<file path="src/gbn_ram.sv">
`timescale 1ns / 1ps
// ----------------------------------------------------------------------------
// gbn_ram
// Simple dual-port RAM, one write port and one registered read port.
// ----------------------------------------------------------------------------
module gbn_ram #(
   parameter int WIDTH = 8,
   parameter int DEPTH = 16
) (
   input  logic                     clock,
   input  logic                     wr_en,
   input  logic [$clog2(DEPTH)-1:0] wr_addr,
   input  logic [WIDTH-1:0]         wr_data,
   input  logic                     rd_en,
   input  logic [$clog2(DEPTH)-1:0] rd_addr,
   output logic [WIDTH-1:0]         rd_data
);

   logic [WIDTH-1:0] mem_ff [DEPTH];
   logic [WIDTH-1:0] rd_data_ff;

   always_ff @(posedge clock) begin
      if (wr_en) begin
         mem_ff[wr_addr] <= wr_data;
      end
      if (rd_en) begin
         rd_data_ff <= mem_ff[rd_addr];
      end
   end

   assign rd_data = rd_data_ff;

endmodule

</file>
<file path="config.mk">
export PLATFORM = sky130hd
export DESIGN_NAME = gbn_ram
export DESIGN_NICKNAME = d
export VERILOG_FILES = /design/src/gbn_ram.sv
export SDC_FILE = /design/constraint.sdc
export NUM_CORES = 1
export LEC_CHECK = 0
export ABC_CLOCK_PERIOD_IN_PS = 2510
export BUFFER_PORTS_ARGS = -buffer_cell sky130_fd_sc_hd__buf_2
export CAP_MARGIN = 10
export CORE_ASPECT_RATIO = 0.6
export CORE_UTILIZATION = 60
export CTS_BUF_LIST = sky130_fd_sc_hd__clkbuf_4
export CTS_CLUSTER_SIZE = 16
export DETAILED_ROUTE_END_ITERATION = 10
export GPL_ROUTABILITY_DRIVEN = 0
export HOLD_SLACK_MARGIN = 0.15
export PLACE_DENSITY = 0.77
export SYNTH_ARGS = -nofsm -noshare
export SYNTH_HDL_FRONTEND = slang
export SYNTH_SLANG_ARGS = --single-unit
</file>
<file path="constraint.sdc">
create_clock -name clock -period 2.51 [get_ports clock]
set_input_delay 0.502 -clock clock [delete_from_list [all_inputs] [get_ports clock]]
set_output_delay 0.502 -clock clock [all_outputs]
set_load 0.005 [all_outputs]
</file>
After elaboration in Yosys (flattened, before gate mapping)
Memory sizes are Yosys's and may differ from the RTL's. A register that Yosys moved wholly into a read port is not among the register bits.
Cells that the tools add are included.

operators by class
  multiplexer cells = 2

operator list
  kind     number
  $mux W1  2

word-level totals
  word-level logic and storage cells = 3
  flip-flop bits (word level) = 0
  bits of input ports = 19
  memory bits (writable) = 128
  output and inout bits = 8
  memories = 1

memories
  memory  words  bits a word  read ports  clocked after memory_dff  write ports  line  RTL
  mem_ff  16     8            1           1                         1            19    logic [WIDTH-1:0] mem_ff [DEPTH];

Depth between registers and ports, before layout
  word-level depth = 2
  mapped depth = 5
  gate-level depth less buffers = 3

Worst setup path after synthesis
Ideal clock, no wire load.

  kind = input -> register
  start point = input port wr_addr[2]
  end point = memory mem_ff[0][0] (enable)
  data required time = 2.127 ns
  library setup time = 0.383 ns
  data arrival time = 1.612 ns
  path buffers = 0
  stages = 2
  slack = 0.515 ns
  cell sequence = or3b_2 > nor3_1

RTL lines
  what             line  RTL
  start, declared  12    input logic [$clog2(DEPTH)-1:0] wr_addr,
  end, declared    19

Straight into the memory's write port.

==> impl_results.rst <==
.. list-table::
   :header-rows: 1

   * - Metric
     - Value
   * - Run status
     - finished clean
   * - Hold Crit Depth
     - 1
   * - R2r worst-path depth
     - 3
   * - Static leakage
     - 1.94 nW
   * - Horizontal die dimension
     - 123 um
   * - Synth cell types
     - 18
   * - Setup-violating endpoint count in the final report
     - 0
   * - Overall track demand over capacity in global routing
     - 23.5%
   * - Count of port buffers added during placement
     - 26
   * - Global-route congestion overflow total
     - 0
   * - Floorplan die area
     - 0.00910 mm2
   * - Share of the clock period used by the worst path after layout
     - 62.5%
   * - Die height
     - 74.3 um
   * - Clock buffers created by TritonCTS
     - 17
   * - Slowest-stage cell, CP
     - mux4_1
   * - Length of the first detailed-routing pass in iterations
     - 6
   * - Final cell area excluding filler cells
     - 0.00577 mm2
   * - ANT cells
     - 0
   * - Row cnt
     - 25
   * - Warning count from the yosys run
     - 0
   * - Critical Path Fanout Max
     - 32
   * - Max cap viols
     - 0
   * - Setup total negative slack
     - 0 ns
   * - Met2 wirelength from detailed routing
     - 4.17 mm
   * - Vias after detailed routing
     - 2,455
   * - Proportion of layout cells with a drive suffix above 1
     - 30.4%
   * - Data required time at the worst endpoint
     - 2.75 ns
   * - Detail Route Antenna Nets
     - 0
   * - Worst-case vdd ir drop
     - 371 uV
   * - Source-to-sink clock delay at the later pin of the worst-skew pair
     - 0.49 ns
   * - Mapped Cells
     - 229
   * - Remaining DRCs
     - 0
   * - Final instance count without filler cells
     - 401
   * - Largest net degree at the start of global routing
     - 33
   * - Number of hold-slack violations in the final timing report
     - 0
   * - DRC violation total after the first TritonRoute iteration
     - 329
   * - Number of sinks driven by the clock tree
     - 136
   * - Number of global-route vias before repair
     - 2,422
   * - Crit-path leading delay family
     - multiplexers
   * - Top library cells by usage in the layout, fill and taps aside
     - 136 x edfxtp_1, 26 x buf_2, 21 x clkbuf_4, 18 x mux4_2, 17 x buf_4
   * - Post-cts sizing count
     - 0
   * - Maximum level of the CTS H-tree
     - 4
   * - Longest individual stage delay on the worst path
     - 0.58 ns
   * - Filler Cells Inserted
     - 505
   * - DP HPWL
     - 6.09 mm
   * - Number of register bits inferred by synthesis
     - 136
   * - First-pass GRT wire length
     - 14.0 mm
   * - Initial Utilization
     - 64.0%
   * - TritonCTS clock tree
     - built
   * - Total power per unit cell area
     - 669 mW/mm2
   * - Startpoint type of the worst setup path
     - input pin
   * - Total nets after synthesis
     - 248
   * - Most common library cell in the layout ignoring fill and taps
     - edfxtp_1
   * - Setup CP Type
     - input pin to flip-flop
   * - I/O pins
     - 27
   * - Post-DR vias/cell
     - 6.12
   * - Min cycle time layout
     - 1.57 ns
   * - Area growth from synthesis to final layout
     - 10.3%
   * - Worst-Margin Slew
     - 0.685 ns
   * - Critical path depth in cells
     - 5
   * - Top metal layer carrying routed signals
     - met5
   * - Top achievable clock speed
     - 637 MHz
   * - Routed length per instance
     - 23.0 um
   * - Tightest Hold Check Type
     - input pin to flip-flop
   * - Pins Over Slew Limit
     - 0
   * - Antenna violations before repair
     - 2
   * - Netlist area before placement
     - 0.00523 mm2
   * - Worst Path Buf+Inv
     - 2
   * - Arrival time reported for the critical path endpoint
     - 1.81 ns
   * - CTS Hold Buffers Added
     - 0
   * - Part of the Yosys area used for sequential elements
     - 78.1%
   * - Clock-pin slew reported for the worst setup and hold paths after clock tree synthesis
     - 0.10 ns
   * - Post-detailed-placement cell area
     - 0.00557 mm2
   * - Clock Skew
     - 0.0122 ns
   * - Unrepaired setup endpoints after global routing
     - false
   * - Net count, final
     - 302
   * - Buffer type at the clock tree root
     - clkbuf_4
   * - Cell chain of the critical path
     - buf_2 > buf_12 > mux4_1 > a22oi_1 > nand2_1
   * - Setup bufs post-CTS
     - 0
   * - Length of routed met3 wiring
     - 891 um
   * - Syn Area/Cell
     - 22.8 um2
   * - Type of destination of the critical path
     - flip-flop
   * - Max-slew headroom at the worst pin
     - 54.1%
   * - Placed cell count
     - 372
   * - Number of buffers on the longest clock path
     - 2
   * - Total routed wirelength
     - 9.23 mm
   * - Placeable core region
     - 0.00816 mm2
   * - DRT met1 WL
     - 4.11 mm
[cell usage after synthesis]
cell,count,share of area [%]
buf_2,3,0.29
nand2_1,9,0.65
nand3b_1,2,0.29
a22oi_1,16,2.3
mux4_2,18,7.8
or3b_2,1,0.17
nand2b_1,2,0.24
and2_1,1,0.12
clkdlybuf4s25_2,3,0.57
buf_6,3,0.65
nand3_1,1,0.096
buf_4,1,0.14
mux4_1,14,7.0
nor2_1,13,0.93
and2b_1,1,0.14
nor3_1,4,0.38
edfxtp_1,136,78
nor2b_1,1,0.12
[power by group]
group          internal (mW)  switching (mW)  leakage (nW)
registers               2.55          0.0127          1.24
logic                 0.0995           0.125         0.583
clock network          0.400           0.669         0.119
[routing by layer]
| layer | global-route usage [%] | vias to the layer above |
|---|---|---|
| li1 | - | 1089 |
| met1 | 35.6 | 1254 |
| met2 | 33.3 | 99 |
| met3 | 8.90 | 9 |
| met4 | 4.88 | 4 |
| met5 | 0 | - |
[state kept, by name, summed over array words and instances (netlist names)]
register / flops
rd_data: 8
mem_ff: 128
[path summary, 6_finish.rpt]
| path | startpoint | to | slack [ns] |
|---|---|---|---|
| setup / recovery | rd_addr[0] | rd_data[4]$_DFFE_PP_ | 0.94 |
| setup reg to reg | mem_ff[10][4]$_DFFE_PP_ | rd_data[4]$_DFFE_PP_ | 1.04 |
| hold reg to reg | mem_ff[8][3]$_DFFE_PP_ | rd_data[3]$_DFFE_PP_ | 0.76 |
| hold / removal | wr_data[5] | mem_ff[9][5]$_DFFE_PP_ | 0.37 |
[final cells by class]
class / count / area (um2) / area share (%)
multi-input cells: 83 / 1060 / 18.3
flip-flops and latches: 136 / 4080 / 70.8
repair buffers: 45 / 298 / 5.16
clock inverters: 8 / 35.0 / 0.608
clock buffers: 21 / 158 / 2.73
well taps: 108 / 135 / 2.34
[metrics by stage]
step                hold WS, ns  util [%]  setup slack [ns]  total power, mW
global route              0.328      70.6             0.880             4.01
floorplan                 0.601         -             0.515             2.75
detailed placement        0.744      68.3             0.416             2.85
global placement          0.728      68.3             0.439             2.84
finish                    0.374      70.6             0.941             3.86
CTS                       0.341      70.6             0.924             3.89
[kinds of logic after synthesis]
logic type | after synthesis | share of synthesized area, %
flops | 136 | 78.1
simple gates | 35 | 3.14
mux | 32 | 14.8
compound gates | 16 | 2.30
buf+inv | 10 | 1.65
Note: power is estimated with default switching activity, not from simulation.
